`src/rtl/core/anpl_pkg.sv`:
```
// Shared constants and types for the active note priority list.
package anpl_pkg;

  localparam int LIST_DEPTH = 128;
  localparam int IDX_W      = $clog2(LIST_DEPTH);
  localparam int CNT_W      = $clog2(LIST_DEPTH + 1);
  localparam int NOTE_W     = 7;
  localparam int ACTION_W   = 2;
  localparam int COUNT_W    = 8;

  // Command codes
  localparam logic [ACTION_W-1:0] ACT_INSERT = 2'd0;
  localparam logic [ACTION_W-1:0] ACT_REMOVE = 2'd1;
  localparam logic [ACTION_W-1:0] ACT_CLEAR  = 2'd2;

  // Sequencer states
  typedef enum logic [2:0] {
    S_IDLE   = 3'b001,
    S_WALK   = 3'b010,
    S_FINISH = 3'b100
  } state_t;

endpackage

```
`src/rtl/core/anpl_if.sv`:
```
// Command and result channel interfaces for the active note priority list.
interface anpl_cmd_if;
  logic                          valid;
  logic                          ready;
  logic [anpl_pkg::ACTION_W-1:0] action;
  logic [anpl_pkg::NOTE_W-1:0]   note;

  modport source (output valid, action, note, input ready);
  modport sink   (input valid, action, note, output ready);
endinterface

interface anpl_rsp_if;
  logic                         valid;
  logic                         ready;
  logic [anpl_pkg::NOTE_W-1:0]  newest_note;
  logic                         newest_valid;
  logic [anpl_pkg::COUNT_W-1:0] active_count;

  modport source (output valid, newest_note, newest_valid, active_count, input ready);
  modport sink   (input valid, newest_note, newest_valid, active_count, output ready);
endinterface

```
`src/rtl/core/active_note_priority_list.sv`:
```
// Last-note-priority list of active notes, walked one slot per cycle.
//
// Keeps up to 128 distinct notes, most recent first, in a dual-port slot
// memory. Each command transfer (insert, remove, clear) yields one result
// transfer with the front note, a valid flag and the note count after the
// command; the unused command code changes nothing and just reports. Insert
// and remove walk the valid slots one per cycle through the memory read
// port (insert stops early when it meets the note); clear and the unused
// code go straight to the result state.
// A command is taken only while the sequencer is idle; a finished result
// sits in the output register and does not hold off the next command.
module active_note_priority_list (
  input  logic       clk,
  input  logic       rst,
  anpl_cmd_if.sink   cmd,
  anpl_rsp_if.source rsp
);
  import anpl_pkg::*;

  state_t              state;
  logic [ACTION_W-1:0] act;
  logic [NOTE_W-1:0]   key;
  logic [CNT_W-1:0]    count;
  logic [CNT_W-1:0]    iss;
  logic                pv;
  logic [IDX_W-1:0]    pidx;
  logic [NOTE_W-1:0]   rd_data;
  logic [NOTE_W-1:0]   carry;
  logic [NOTE_W-1:0]   front;
  logic                stop;
  logic                found;

  logic [NOTE_W-1:0]   mem [LIST_DEPTH];

  logic                issue;
  logic                proc;
  logic                hit;
  logic                walk_done;
  logic                not_full;
  logic                we;
  logic [IDX_W-1:0]    wa;
  logic [NOTE_W-1:0]   wd;

  logic                rsp_valid;
  logic [NOTE_W-1:0]   rsp_note;
  logic                rsp_nvalid;
  logic [COUNT_W-1:0]  rsp_count;

  assign cmd.ready        = (state == S_IDLE);
  assign rsp.valid        = rsp_valid;
  assign rsp.newest_note  = rsp_note;
  assign rsp.newest_valid = rsp_nvalid;
  assign rsp.active_count = rsp_count;

  // Walk control: read one slot a cycle, process it in the cycle after
  assign issue     = (state == S_WALK) && !stop && (iss < count);
  assign proc      = (state == S_WALK) && pv && !stop;
  assign hit       = (rd_data == key);
  assign walk_done = (state == S_WALK) && (stop || ((iss == count) && !pv));
  assign not_full  = (count < CNT_W'(LIST_DEPTH));

  // Slot write port: shift back on insert, shift forward on remove
  always_comb begin
    we = 1'b0;
    wa = '0;
    wd = rd_data;
    if (proc) begin
      if (act == ACT_INSERT) begin
        we = 1'b1;
        wa = pidx;
        wd = carry;
      end else if (found) begin
        we = 1'b1;
        wa = pidx - IDX_W'(1);
        wd = rd_data;
      end
    end else if (walk_done && (act == ACT_INSERT) && !stop && not_full) begin
      // new note: the last carried entry lands in the first free slot
      we = 1'b1;
      wa = count[IDX_W-1:0];
      wd = carry;
    end
  end

  // Slot memory, registered read
  always_ff @(posedge clk) begin
    if (we) begin
      mem[wa] <= wd;
    end
    if (issue) begin
      rd_data <= mem[iss[IDX_W-1:0]];
    end
  end

  // Datapath registers
  always_ff @(posedge clk) begin
    if (issue) begin
      pidx <= iss[IDX_W-1:0];
    end
    // mirror of slot zero for the result
    if (we && (wa == '0)) begin
      front <= wd;
    end
    if ((state == S_IDLE) && cmd.valid) begin
      act   <= cmd.action;
      key   <= cmd.note;
      carry <= cmd.note;
    end else if (proc && (act == ACT_INSERT)) begin
      carry <= rd_data;
    end
  end

  // Sequencer and result register
  always_ff @(posedge clk) begin
    if (rst) begin
      state     <= S_IDLE;
      count     <= '0;
      iss       <= '0;
      pv        <= 1'b0;
      stop      <= 1'b0;
      found     <= 1'b0;
      rsp_valid <= 1'b0;
    end else begin
      pv <= issue;
      if (issue) begin
        iss <= iss + CNT_W'(1);
      end
      // result leaves; when finishing, the new result is loaded below instead
      if (rsp_valid && rsp.ready && (state != S_FINISH)) begin
        rsp_valid <= 1'b0;
      end
      case (state)
        S_IDLE: begin
          if (cmd.valid) begin
            iss   <= '0;
            stop  <= 1'b0;
            found <= 1'b0;
            if ((cmd.action == ACT_INSERT) || (cmd.action == ACT_REMOVE)) begin
              state <= S_WALK;
            end else begin
              if (cmd.action == ACT_CLEAR) begin
                count <= '0;
              end
              state <= S_FINISH;
            end
          end
        end
        S_WALK: begin
          if (proc && hit) begin
            if (act == ACT_INSERT) begin
              stop <= 1'b1;
            end else begin
              found <= 1'b1;
            end
          end
          if (walk_done) begin
            if ((act == ACT_INSERT) && !stop && not_full) begin
              count <= count + CNT_W'(1);
            end else if ((act == ACT_REMOVE) && found) begin
              count <= count - CNT_W'(1);
            end
            state <= S_FINISH;
          end
        end
        S_FINISH: begin
          if (!rsp_valid || rsp.ready) begin
            rsp_valid  <= 1'b1;
            rsp_note   <= (count != '0) ? front : '0;
            rsp_nvalid <= (count != '0);
            rsp_count  <= COUNT_W'(count);
            state      <= S_IDLE;
          end
        end
        default: begin
          state <= S_IDLE;
        end
      endcase
    end
  end

endmodule

```
`src/flat_wrapper.sv`:
```
// flat-port wrapper written by rule: the top's interface ports become plain ports
module active_note_priority_list_flat import anpl_pkg::*;
  (clk, rst, cmd_valid, cmd_action, cmd_note, cmd_ready, rsp_valid, rsp_newest_note, rsp_newest_valid, rsp_active_count, rsp_ready);
  anpl_cmd_if cmd_i ();
  anpl_rsp_if rsp_i ();
  input  logic clk;
  input  logic rst;
  input wire logic [$bits(cmd_i.valid)-1:0] cmd_valid;
  input wire logic [$bits(cmd_i.action)-1:0] cmd_action;
  input wire logic [$bits(cmd_i.note)-1:0] cmd_note;
  output wire logic [$bits(cmd_i.ready)-1:0] cmd_ready;
  output wire logic [$bits(rsp_i.valid)-1:0] rsp_valid;
  output wire logic [$bits(rsp_i.newest_note)-1:0] rsp_newest_note;
  output wire logic [$bits(rsp_i.newest_valid)-1:0] rsp_newest_valid;
  output wire logic [$bits(rsp_i.active_count)-1:0] rsp_active_count;
  input wire logic [$bits(rsp_i.ready)-1:0] rsp_ready;
  assign cmd_i.valid = cmd_valid;
  assign cmd_i.action = cmd_action;
  assign cmd_i.note = cmd_note;
  assign cmd_ready = cmd_i.ready;
  assign rsp_valid = rsp_i.valid;
  assign rsp_newest_note = rsp_i.newest_note;
  assign rsp_newest_valid = rsp_i.newest_valid;
  assign rsp_active_count = rsp_i.active_count;
  assign rsp_i.ready = rsp_ready;
  active_note_priority_list u_core (.clk(clk), .rst(rst), .cmd(cmd_i), .rsp(rsp_i));
endmodule
```
`config.mk`:
```
export PLATFORM = sky130hd
export DESIGN_NAME = active_note_priority_list_flat
export DESIGN_NICKNAME = d
export VERILOG_FILES = /design/src/rtl/core/anpl_pkg.sv /design/src/rtl/core/anpl_if.sv /design/src/rtl/core/active_note_priority_list.sv /design/src/flat_wrapper.sv
export SDC_FILE = /design/constraint.sdc
export NUM_CORES = 1
export LEC_CHECK = 0
export ABC_CLOCK_PERIOD_IN_PS = 7360
export BUFFER_PORTS_ARGS = -buffer_cell sky130_fd_sc_hd__buf_2
export CELL_PAD_IN_SITES_DETAIL_PLACEMENT = 1
export CELL_PAD_IN_SITES_GLOBAL_PLACEMENT = 1
export CORE_MARGIN = 10
export CORE_UTILIZATION = 51
export DETAILED_ROUTE_END_ITERATION = 6
export PLACE_DENSITY = 0.71
export SLEW_MARGIN = 0
export SYNTH_ARGS = -nofsm -noshare
export SYNTH_HDL_FRONTEND = slang
export SYNTH_SLANG_ARGS = --single-unit
```
`constraint.sdc`:
```
create_clock -name clk -period 7.36 [get_ports clk]
set_clock_uncertainty 0.15 [all_clocks]
set_input_delay 0.736 -clock clk [delete_from_list [all_inputs] [get_ports clk]]
set_output_delay 0.736 -clock clk [all_outputs]
set_load 0.1 [all_outputs]
```
==> impl_results.md <==
* Hold Crit Endpoint: u_core.key[2]
* XOR/XNOR Fraction of Synth Area at 0.2034%
* Routed wire per std cell at 32.93 um
* Total Nets Final at 2148
* R2R Setup Slk at 1610 ps
* CP Class: reg -> reg
* Htree depth at 3
* Mapped Area at 0.03875 sq mm
* Synth Area in Adders at 0.5682%
* DR pass1 iterations at 5
* Max-slew headroom at 15.25%
* Final ANT Viol Nets at 0
* Max stage delay on crit path at 1190 ps
* Most used cell, CP: nor3_1
* Vias at 20640
* Share of cells above drive strength 1 at 18.87%
* Die area at 0.08741 sq mm
* Vias per cell at 6.513
* Count of cell types in the netlist at 73
* Achievable frequency at 173.8 MHz
* Average size of a mapped cell at 18.65 sq um
* GR Overflow Total at 0
* CTS Buffer Depth at 3
* Fin Setup TNS at 0 ps
* Placed instance area at 0.03994 sq mm
* DRC violations left at 0
* Initial antenna violation count at 2
* CTS root buf: clkbuf_16
* Worst endpoint required time at 7480 ps
* Leading cell types in the layout, fill and taps excluded: edfxtp_1, mux4_2, mux2i_1
* Final WL at 104400 um
* Worst r2r src: u_core.iss[0]
* Drt initial violations at 2393
* CP Launch Type: flip-flop
* Cell count of the worst reg-to-reg path at 8
* Hold buffers post-CTS at 0
* Synth async-reset ratio at 0%
* Clk pin slew, worst setup/hold paths at 60 ps
* Worst setup path start: u_core.iss[0]
* GPL Wtd Cong at 0.8707
* Initial core utilization at 51.28%
* Post-Syn Instances at 2078
* Cts bufs inserted at 96
* # Post-CTS Setup Buffers at 0
* Post-synth top area share at 73.54%
* Setup violators final at 0
* Hold WC Path Type: in -> reg
* Unrepaired setup endpoints after global routing: no
* Largest family of logic cells by synthesized area: multiplexers
* Critical-path cell list: inv_1 -> ha_1 -> nand4_1 -> nor3_1 -> nand2_1 -> o22ai_1 -> nand3_1 -> nor3_1
* CORE AREA at 0.07557 sq mm
* CTS tree: done
* Area growth, synth to finish at 10.95%
* Synth Area in Compound Gates at 5.101%
* Reg-to-Reg End: u_core.mem[1][5]
* Die Wd at 295.7 um
* Post-DP HPWL at 64750 um
* Dpl cells at 2998
* Final period util at 78.17%
* Slowest-stage cell, CP: nor3_1
* Hold path depth at 1
* Largest net degree at the start of global routing at 107
* MaxCap Viol Count at 0
* Outcome: finished clean
* Chip height at 295.7 um
* Hold Violations, Final at 0
* Row Count at 101
* Final worst path period need at 5753 ps
* Hold slack at 123.1 ps
* CP arrival at 5870 ps
* Resized cells post-CTS at 0
* Synth Area in Simple Gates at 4.346%
* Number of synthesized flops with an enable pin at 949
* Final Max Slew Viols at 0
* Number of synthesized register bits at 972
* Number of fillers in the final layout at 6560
* Max VDD drop at 181.6 uV
* Non-filler cells in the finished layout at 3169
* Most common cell after layout, fill and taps aside: edfxtp_1
* Critical path endpoint category: flip-flop
* I/O pin count at 31
* First-pass GRT wire length at 154200 um
* Least-Margin Pin Slew at 1262 ps
* Port bufs at 30
* GRT Util Overall at 24.21%
* Post-route cell area at 0.04300 sq mm
* PD cells at 254.8 mW/mm^2
* Crit Path Max Fanout at 44
* Synth Flop Type: edfxtp_1
* Vias in the first global route at 21400
* Ranking of synthesized cells by area: edfxtp_1, mux4_2, mux2i_1
* LEAKAGE at 0.01297 uW
* Hold Path Origin: cmd_note[2]
* Worst skew pair latency at 660 ps
* Area leader, netlist: edfxtp_1
* Post-synthesis mux area share at 13.44%
* Warnings, synthesis at 0
* CTS Sinks at 972
* Sequential share of the synthesized area at 74.72%
* Final Util at 56.90%
* Syn Nets at 2108
[Yosys cell counts, drive strengths merged (3+ instances only)]
library cell  count
edfxtp          949
mux4            166
mux2i           131
nor2            111
a21oi            74
nor3             70
a22oi            68
buf              61
clkbuf           61
nand2            47
a211oi           32
nand4            27
dfxtp            23
nand3            23
inv              21
o21ai            20
o221ai           17
ha               16
o22ai            16
mux2             14
and2             11
nor2b             9
o211ai            9
xnor2             9
a21o              7
a31oi             6
or3               6
nand2b            5
o21a              5
a221oi            4
a22o              4
nand3b            4
nor3b             4
nor4              4
or2               4
or4               4
o21bai            3
o41ai             3
or3b              3
[layer usage]
| layer | GRT usage, % | vias up | routed length [um] |
|---|---|---|---|
| li1 | - | 8617 | - |
| met1 | 33.72 | 10930 | 43130 |
| met2 | 38.24 | 918 | 49770 |
| met3 | 4.617 | 174 | 8146 |
| met4 | 8.148 | 2 | 3292 |
| met5 | 0 | - | 15 |
[power by group]
group | internal, uW | switching [uW]
Sequential | 6010 | 10.1
Clock | 2760 | 2060
Combinational | 32.0 | 88.0
Total | 8800 | 2150
[how the worst max path moves through the flow]
| stage | endpoint | cells after the start | slack, ps |
|---|---|---|---|
| after floorplan | u_core.mem[26][0] | 14 | 3270 |
| after global placement | u_core.mem[25][0] | 8 | 2130 |
| after detailed placement | u_core.mem[59][0] | 8 | 1720 |
| after CTS | u_core.mem[59][6] | 8 | 1690 |
| after global routing | u_core.mem[27][4] | 8 | 1370 |
| final | u_core.mem[1][5] | 8 | 1610 |
[cells by family (layout without fill, tap and decap cells)]
logic type               count (synthesis)  in the layout
AND/OR/NAND/NOR                        339            339
flip-flops                             972            972
adder cells (fa/ha/maj)                 17             17
XOR/XNOR                                 9              9
buffers and inverters                  144            255
AO/OA/AOI/OAI                          286            286
other                                    0              2
multiplexers                           311            311
[worst max-delay path, delay by kind of cell (launching register included)]
kind	cells	cell delay, ps
and+or+nand+nor	5	2920
buffers and inverters	1	150
DFF	1	860
adders and majority gates	1	350
AOI/OAI and AO/OA	1	920
[metrics by stage]
step / power, uW / setup WS [ps]
3_5_place_dp: 6253 / 1717
6_report: 10960 / 1607
2_1_floorplan: 6220 / 3270
3_3_place_gp: 6250 / 2134
4_1_cts: 11020 / 1689
5_1_grt: 11260 / 1368
[cell type report]
cell class / instances / area (sq um) / share of cell area [%]
multi-input cells: 962 / 9234 / 21.48
well taps: 978 / 1224 / 2.846
diodes: 2 / 5.005 / 0.01164
repair buffers: 64 / 430.4 / 1.001
clock buffers: 115 / 2495 / 5.802
flip-flops and latches: 972 / 28970 / 67.37
inverters: 22 / 87.58 / 0.2037
clock inverters: 54 / 556.8 / 1.295
[state kept, by name, summed over array words and instances (netlist names)]
name and flops:
u_core.act 2, u_core.carry 7, u_core.count 8, u_core.found 1, u_core.front 7, u_core.iss 8
u_core.key 7, u_core.mem 896, u_core.pidx 7, u_core.pv 1, u_core.rd_data 7, u_core.rsp.active_count 8
u_core.rsp.newest_note 7, u_core.rsp.newest_valid 1, u_core.rsp.valid 1, u_core.state 3, u_core.stop 1
Power figures use the tool's default switching activity.
